[config.mk]
export PLATFORM = sky130hd
export DESIGN_NAME = slc_ram
export DESIGN_NICKNAME = d
export VERILOG_FILES = /design/src/design/slc_ram.sv
export SDC_FILE = /design/constraint.sdc
export NUM_CORES = 1
export LEC_CHECK = 0
export BUFFER_PORTS_ARGS = -buffer_cell sky130_fd_sc_hd__buf_2
export CAP_MARGIN = 20
export CORE_MARGIN = 1.5
export CORE_UTILIZATION = 66
export CTS_BUF_LIST = sky130_fd_sc_hd__clkbuf_8
export DETAILED_ROUTE_END_ITERATION = 6
export PLACE_DENSITY_LB_ADDON = 0.25
export SKIP_CTS_REPAIR_TIMING = 1
export SLEW_MARGIN = 40
export SYNTH_ARGS = -nofsm -noshare
export SYNTH_HDL_FRONTEND = slang
export SYNTH_SLANG_ARGS = --single-unit
export TNS_END_PERCENT = 5
[constraint.sdc]
create_clock -name clk -period 3.7 [get_ports clk]
set_clock_uncertainty 0.15 [all_clocks]
set_input_delay 0.74 -clock clk [delete_from_list [all_inputs] [get_ports clk]]
set_output_delay 0.74 -clock clk [all_outputs]
set_load 0.03 [all_outputs]
[src/design/slc_ram.sv]
// generic single-port-write, registered-read memory
`default_nettype none

module slc_ram #(
    parameter int WIDTH = 8,
    parameter int DEPTH = 16
) (
    input  wire logic                     clk,
    input  wire logic                     we,
    input  wire logic [$clog2(DEPTH)-1:0] waddr,
    input  wire logic [WIDTH-1:0]         wdata,
    input  wire logic                     re,
    input  wire logic [$clog2(DEPTH)-1:0] raddr,
    output logic      [WIDTH-1:0]         rdata
);

    logic [WIDTH-1:0] mem [DEPTH];

    always_ff @(posedge clk)
    begin
        if (we)
        begin
            mem[waddr] <= wdata;
        end
        if (re)
        begin
            rdata <= mem[raddr];
        end
    end

endmodule

`default_nettype wire
==> summary.md, run 1 <==
| Metric | Value |
|---|---|
| Clk Latency, worst-skew pair | 0.43 ns |
| Routed len/inst | 25.56 µm |
| Syn Nets | 248 |
| I/O pin cnt | 27 |
| Crit path largest cell delay | 0.60 ns |
| Row count | 32 |
| Die ar. | 8463 µm² |
| Buf/Inv on CP | 2 |
| Mapped Cells | 229 |
| Status | finished, final reports clean |
| Area Overhead vs Synth | 12.97% |
| Via count | 2486 |
| Max_slew headroom | 0.4109 |
| Worst hold stages | 1 |
| CP delay by family, top | multiplexers |
| PortBufs | 26 |
| Post-Layout Cell Count | 385 |
| Cell taking the most area after synthesis | edfxtp_1 |
| Synth warnings | 0 |
| Congestion Overflow GR | 0 |
| Clk pwr share | 0.406 |
| Reg2Reg Capture Point | rdata[1] |
| CTS sink cnt | 136 |
| Crit path max-delay cell type | mux4_1 |
| Vias in the first global route | 2663 |
| Syn_area_per_cell | 22.83 µm² |
| Final GP Congestion | 0.7335 |
| Share of cells above drive strength 1 | 0.3251 |
| Number of buffers created by CTS | 17 |
| Part of the cycle the worst path needs | 0.6245 |
| # diodes | 0 |
| DRT iter0 DRCs | 168 |
| Crit path capture | rdata[1] |
| Pwr dens | 544.3 nW/µm² |
| Sequential share of power | 0.543 |
| CTS tree | yes |
| Cell count along the critical path | 5 |
| Synth area leaders | edfxtp_1 78%, mux4_2 7.8%, mux4_1 7.0% |
| Setup_tns | 0 ns |
| Worst Hold Class | primary input to flip-flop |
| Worst reg2reg path depth | 3 |
| Arrival @ worst endpoint | 2.31 ns |
| Sequential fraction of the synthesis area | 0.7812 |
| Switching share of power | 0.2117 |
| ANT nets after route | 0 |
| RSZ-0062 raised after global routing | false |
| Drt drc | 0 |
| Hold Fails Final Rpt | 0 |
| Most frequent cells in the layout | 136 x edfxtp_1, 26 x buf_2, 18 x mux4_2, 17 x clkbuf_8, 16 x a22oi_1 |
| #FFs+latches synth | 136 |
| Placed insts | 353 |
| Crit path kind | primary input to flip-flop |
| Fin. max-slew vios | 0 |
| Leak Pwr | 0.001954 µW |
| Crit-path max FO | 15 |
| Final worst path period need | 2.311 ns |
| H-tree level count | 4 |
| Worst Setup Start Kind | primary input |
| Power Total | 3214 µW |
| Post-Syn Area | 5228 µm² |
| Max-cap check violation count | 0 |
| Die W | 92.00 µm |
| Comb pwr share | 0.052 |
| Initial antenna violation count | 0 |
| Largest net degree at the start of global routing | 33 |
| Worst-Margin Slew | 0.8804 ns |
| DRT Wirelength | 9839 µm |
| Max Buffers Root-to-Sink | 2 |
| Die height | 92.00 µm |
| RR Startpoint | mem[9][1] |
| Fmax | 432.8 MHz |
| Root Driver | clkbuf_8 |
| Post-Place Worst Slack | 0.9722 ns |
| VDD IR max | 0.3097 mV |
| Sw power | 680.5 µW |
| Crit end category | flip-flop |
| R2r setup slk | 1.99 ns |
| Vias per cell | 6.457 |
| Post-detail-place hpwl | 5826 µm |
| Router iterations before antenna repair | 5 |
| Total Routing Usage GR | 0.2642 |
| Starting Density | 0.6800 |
| # setup viols final | 0 |
| Top-area cell type share of the netlist area | 0.7812 |
| Fin nets | 289 |
| Crit-path cells | buf_2 -> buf_4 -> mux4_1 -> a22oi_1 -> nand2_1 |
| P_int | 2534 µW |
| First-pass GRT wire length | 15060 µm |
| Setup WS post-layout | 1.389 ns |
| Commonest non-fill, non-tap cell in the layout | edfxtp_1 |
| Netlist cell types | 18 |
| Setup crit start | raddr[0] |
| Core box area | 7687 µm² |
| Clock transition at path regs | 0.08 ns |
| WP data required | 3.70 ns |
[flip-flops by register name (all words and copies together) (netlist names)]
| register | count |
|---|---|
| mem | 128 |
| rdata | 8 |
[routing by layer]
metal / vias to the layer above / share of wire / global-route usage
met5: - / 0 / 0
met4: 0 / 0.017 / 0.1103
met3: 14 / 0.070 / 0.08789
met2: 130 / 0.54 / 0.4241
met1: 1280 / 0.38 / 0.3363
li1: 1062 / - / -
[power by group through the flow]
stage	combinational, µW	sequential [µW]	clock, µW
final	166	1740	1300
after CTS	165	1740	1320
after floorplan	87.6	1790	0
after global placement	158	1780	0
after global routing	179	1750	1390
after detailed placement	164	1780	0
[cells in the mapped netlist]
cell,n
mux4_1,14
nand3b_1,2
nand2_1,9
buf_2,3
or3b_2,1
and2b_1,1
a22oi_1,16
nand3_1,1
nor2_1,13
clkdlybuf4s25_2,3
and2_1,1
mux4_2,18
nand2b_1,2
buf_6,3
nor3_1,4
buf_4,1
nor2b_1,1
edfxtp_1,136
[logic make-up (layout without fill, tap and decap cells)]
family | Yosys count | after routing | share of synthesized area
compound gates | 16 | 16 | 0.02298
buf+inv | 10 | 64 | 0.01651
flops | 136 | 136 | 0.7812
simple gates | 35 | 35 | 0.03136
mux | 32 | 32 | 0.1479
[area by class of cell]
cell class | count | area (µm²)
multi-input cells | 83 | 1085
fillers | 421 | 1782
well taps | 102 | 127.6
repair buffers | 32 | 175.2
clock buffers | 17 | 234.0
flip-flops and latches | 136 | 4084
clock inverters | 15 | 200.2
[how the worst min path moves through the flow]
stage | from | endpoint | slack [ns]
6_report | re | rdata[7] | 0.53
5_1_grt | re | rdata[4] | 0.50
4_1_cts | re | rdata[1] | 0.51
3_5_place_dp | mem[15][2] | rdata[2] | 0.60
3_3_place_gp | mem[14][2] | rdata[2] | 0.59
2_1_floorplan | mem[7][0] | rdata[0] | 0.55
[through the flow]
stage / area (µm²) / utilization / hold WS (ns)
floorplan: 5228 / - / 0.5548
global placement: 5444 / 0.7082 / 0.5901
detailed placement: 5451 / 0.7091 / 0.5978
CTS: 5886 / 0.7656 / 0.5076
global route: 5906 / 0.7682 / 0.5029
finish: 5906 / 0.7682 / 0.5295
No activity file was read; power rests on OpenSTA's default activity.
==> inputs of run 2 (changes only) <==
--- a/config.mk
+++ b/config.mk
@@ -5,10 +5,11 @@
 export SDC_FILE = /design/constraint.sdc
 export NUM_CORES = 1
 export LEC_CHECK = 0
+export ABC_AREA = 1
 export BUFFER_PORTS_ARGS = -buffer_cell sky130_fd_sc_hd__buf_2
 export CAP_MARGIN = 20
 export CORE_MARGIN = 1.5
-export CORE_UTILIZATION = 66
+export CORE_UTILIZATION = 57
 export CTS_BUF_LIST = sky130_fd_sc_hd__clkbuf_8
 export DETAILED_ROUTE_END_ITERATION = 6
 export PLACE_DENSITY_LB_ADDON = 0.25
==> constraint.sdc (replaced) <==
create_clock -name clk -period 1.9 [get_ports clk]
set_clock_uncertainty 0.15 [all_clocks]
set_input_delay 0.38 -clock clk [delete_from_list [all_inputs] [get_ports clk]]
set_output_delay 0.38 -clock clk [all_outputs]
set_load 0.03 [all_outputs]
==> summary.md, run 2 <==
| Metric | Value |
|---|---|
| Setup_tns | 0 ns |
| RSZ-0062 raised after global routing | false |
| Mux cell area share after synthesis | 0 |
| Pwr dens | 938.5 nW/µm² |
| Fillers | 723 |
| Clock transition at path regs | 0.07 ns |
| Post-detail-place hpwl | 7812 µm |
| Synth warnings | 0 |
| Fmax | 634.2 MHz |
| Sequential fraction of the synthesis area | 0.6985 |
| Die ar. | 10870 µm² |
| Crit-path max FO | 1 |
| Synth area leaders | edfxtp_1 70%, nand2_1 11%, nand3_1 8.3% |
| Commonest cells in the netlist | 173 x nand2_1, 136 x edfxtp_1, 100 x inv_1 |
| Final Util | 0.6700 |
| Max Buffers Root-to-Sink | 2 |
| Mapped Cells | 551 |
| ANT nets after route | 0 |
| DRT iter0 DRCs | 418 |
| Compound-gate portion of the synthesized area | 0 |
| Commonest non-fill, non-tap cell in the layout | nand2_1 |
| Routed len/inst | 17.12 µm |
| I/O pin cnt | 27 |
| Leak Pwr | 0.002870 µW |
| Number of synthesized flops with an enable pin | 136 |
| PortBufs | 26 |
| Via count | 3939 |
| Fin nets | 616 |
| Crit path kind | flip-flop to output port |
| Crit path largest cell delay | 0.42 ns |
| #FFs+latches synth | 136 |
| CP delay by family, top | flip-flops |
| # diodes | 0 |
| Largest family of logic cells by synthesized area | simple AND/OR/NAND/NOR gates |
| Largest net degree at the start of global routing | 41 |
| Worst hold stages | 1 |
| Area Overhead vs Synth | 13.03% |
| Cell taking the most area after synthesis | edfxtp_1 |
| Initial antenna violation count | 0 |
| Root Driver | clkbuf_8 |
| Share of cells above drive strength 1 | 0.1346 |
| Ys async rst share | 0 |
| Total Routing Usage GR | 0.2482 |
| Post-Synth Simple-Gate Area | 0.2076 |
| RR Startpoint | mem[4][0] |
| Status | finished, final reports clean |
| # setup viols final | 0 |
| Core box area | 9864 µm² |
| Part of the cycle the worst path needs | 0.8298 |
| Multi-input gate area | 1214 µm² |
| Post-Syn Area | 5847 µm² |
| Xor/xnor share of the synthesized area | 0 |
| R2r setup slk | 0.60 ns |
| Row count | 36 |
| Netlist cell types | 11 |
| Max FFs per register | 128 |
| Syn_area_per_cell | 10.61 µm² |
| Buf/Inv on CP | 1 |
| Worst Hold Class | primary input to flip-flop |
| Congestion Overflow GR | 0 |
| Clk Latency, worst-skew pair | 0.44 ns |
| Register Area | 4084 µm² |
| Vias per cell | 5.309 |
| Drt drc | 0 |
| Most frequent cell after synthesis | nand2_1 |
| CTS sink cnt | 136 |
| Crit path max-delay cell type | edfxtp_1 |
| Top Registers | mem (128), rdata (8) |
| Final worst path period need | 1.577 ns |
| Vias in the first global route | 3654 |
| Reg2Reg Capture Point | rdata[0] |
| Crit end category | output port |
| Number of buffers created by CTS | 17 |
| VDD IR max | 0.5320 mV |
| Worst min-delay path startpoint | re |
| Final GP Congestion | 0.9196 |
| Hold Fails Final Rpt | 0 |
| WP data required | 1.37 ns |
| Starting Density | 0.5927 |
| Worst reg2reg path depth | 6 |
| Syn Nets | 570 |
| Die height | 104.3 µm |
| Worst-Margin Slew | 0.6049 ns |
| Worst Setup Start Kind | flip-flop |
| Post-synth top flop | edfxtp_1 |
| Adder-cell area share of the yosys netlist | 0 |
| Top-area cell type share of the netlist area | 0.6985 |
| Router iterations before antenna repair | 5 |
| First-pass GRT wire length | 19760 µm |
| Die W | 104.3 µm |
| Max-cap check violation count | 0 |
| Hold EP | rdata[7] |
| Crit-path cells | buf_2 |
| Fin. max-slew vios | 0 |
| DRT Wirelength | 12700 µm |
| CTS tree | yes |
| Max_slew headroom | 0.5962 |
| Top reg by flops | mem |
| Arrival @ worst endpoint | 1.05 ns |
| H-tree level count | 4 |
| Most frequent cells in the layout | 173 x nand2_1, 136 x edfxtp_1, 101 x inv_1, 97 x nand3_1, 26 x buf_2 |
-- run 2: changes by cell type in the layout (fill, tap and decap cells not counted), moves of 3 or more --
cell and change:
nor3_1 -4, nand3_1 +96, mux4_2 -18, nand2_1 +164, nor2_2 -11, inv_6 -3, buf_12 +4, inv_1 +100
a22oi_1 -16, mux4_1 -14, nor2_1 +15, buf_4 +15
-- run 2: cells by family (layout without fill, tap and decap cells) --
logic type / count (synthesis) / after routing
DFF: 136 / 136
and+or+nand+nor: 289 / 289
buffers and inverters: 126 / 184
-- run 2: worst max-delay path by stage --
stage | slack, ns | cells after the start | startpoint | endpoint
floorplan | 0.42 | 2 | waddr[2] | mem[10][0]
global placement | 0.19 | 6 | raddr[1] | rdata[4]
detailed placement | 0.17 | 8 | raddr[0] | rdata[0]
CTS | 0.30 | 1 | rdata[5] | rdata[5]
global route | 0.28 | 1 | rdata[3] | rdata[3]
finish | 0.32 | 1 | rdata[5] | rdata[5]
-- run 2: worst reg2reg max path: cells and delay by family (launching register included) --
kind	cells	cell delay, ns
simple gates	5	0.46
flops	1	0.38
buf+inv	1	0.07
-- run 2: report_power, final --
group          switching [µW]  internal, µW  total (µW)
combinational             317           131         448
sequential               20.3          3380        3400
clock                    1080          1270        2360
total                    1420          4780        6200
-- run 2: through the flow --
step                      hold slack [ns]  total power [µW]  area (µm²)  worst slack [ns]  std cells
after CTS                          0.1412              6207        6609            0.2994        742
after floorplan                    0.3289              3724        5847            0.4192        551
after global routing               0.1380              6376        6609            0.2848        742
after detailed placement           0.5938              3906        6215            0.1714        711
after global placement             0.5979              3900        6215            0.1874        711
final                              0.1524              6203        6609            0.3233        742
-- run 2: layer usage --
metal | track usage | share of wire
met5 | 0 | 0
met4 | 0.09028 | 0.015
met3 | 0.06203 | 0.091
met2 | 0.3750 | 0.47
met1 | 0.3512 | 0.43
-- run 2: final cells by class --
type,count,area share
flip-flops and latches,136,0.6179
multi-input cells,289,0.1836
inverters,102,0.05793
repair buffers,51,0.05566
clock buffers,17,0.03540
well taps,133,0.02518
clock inverters,14,0.02423
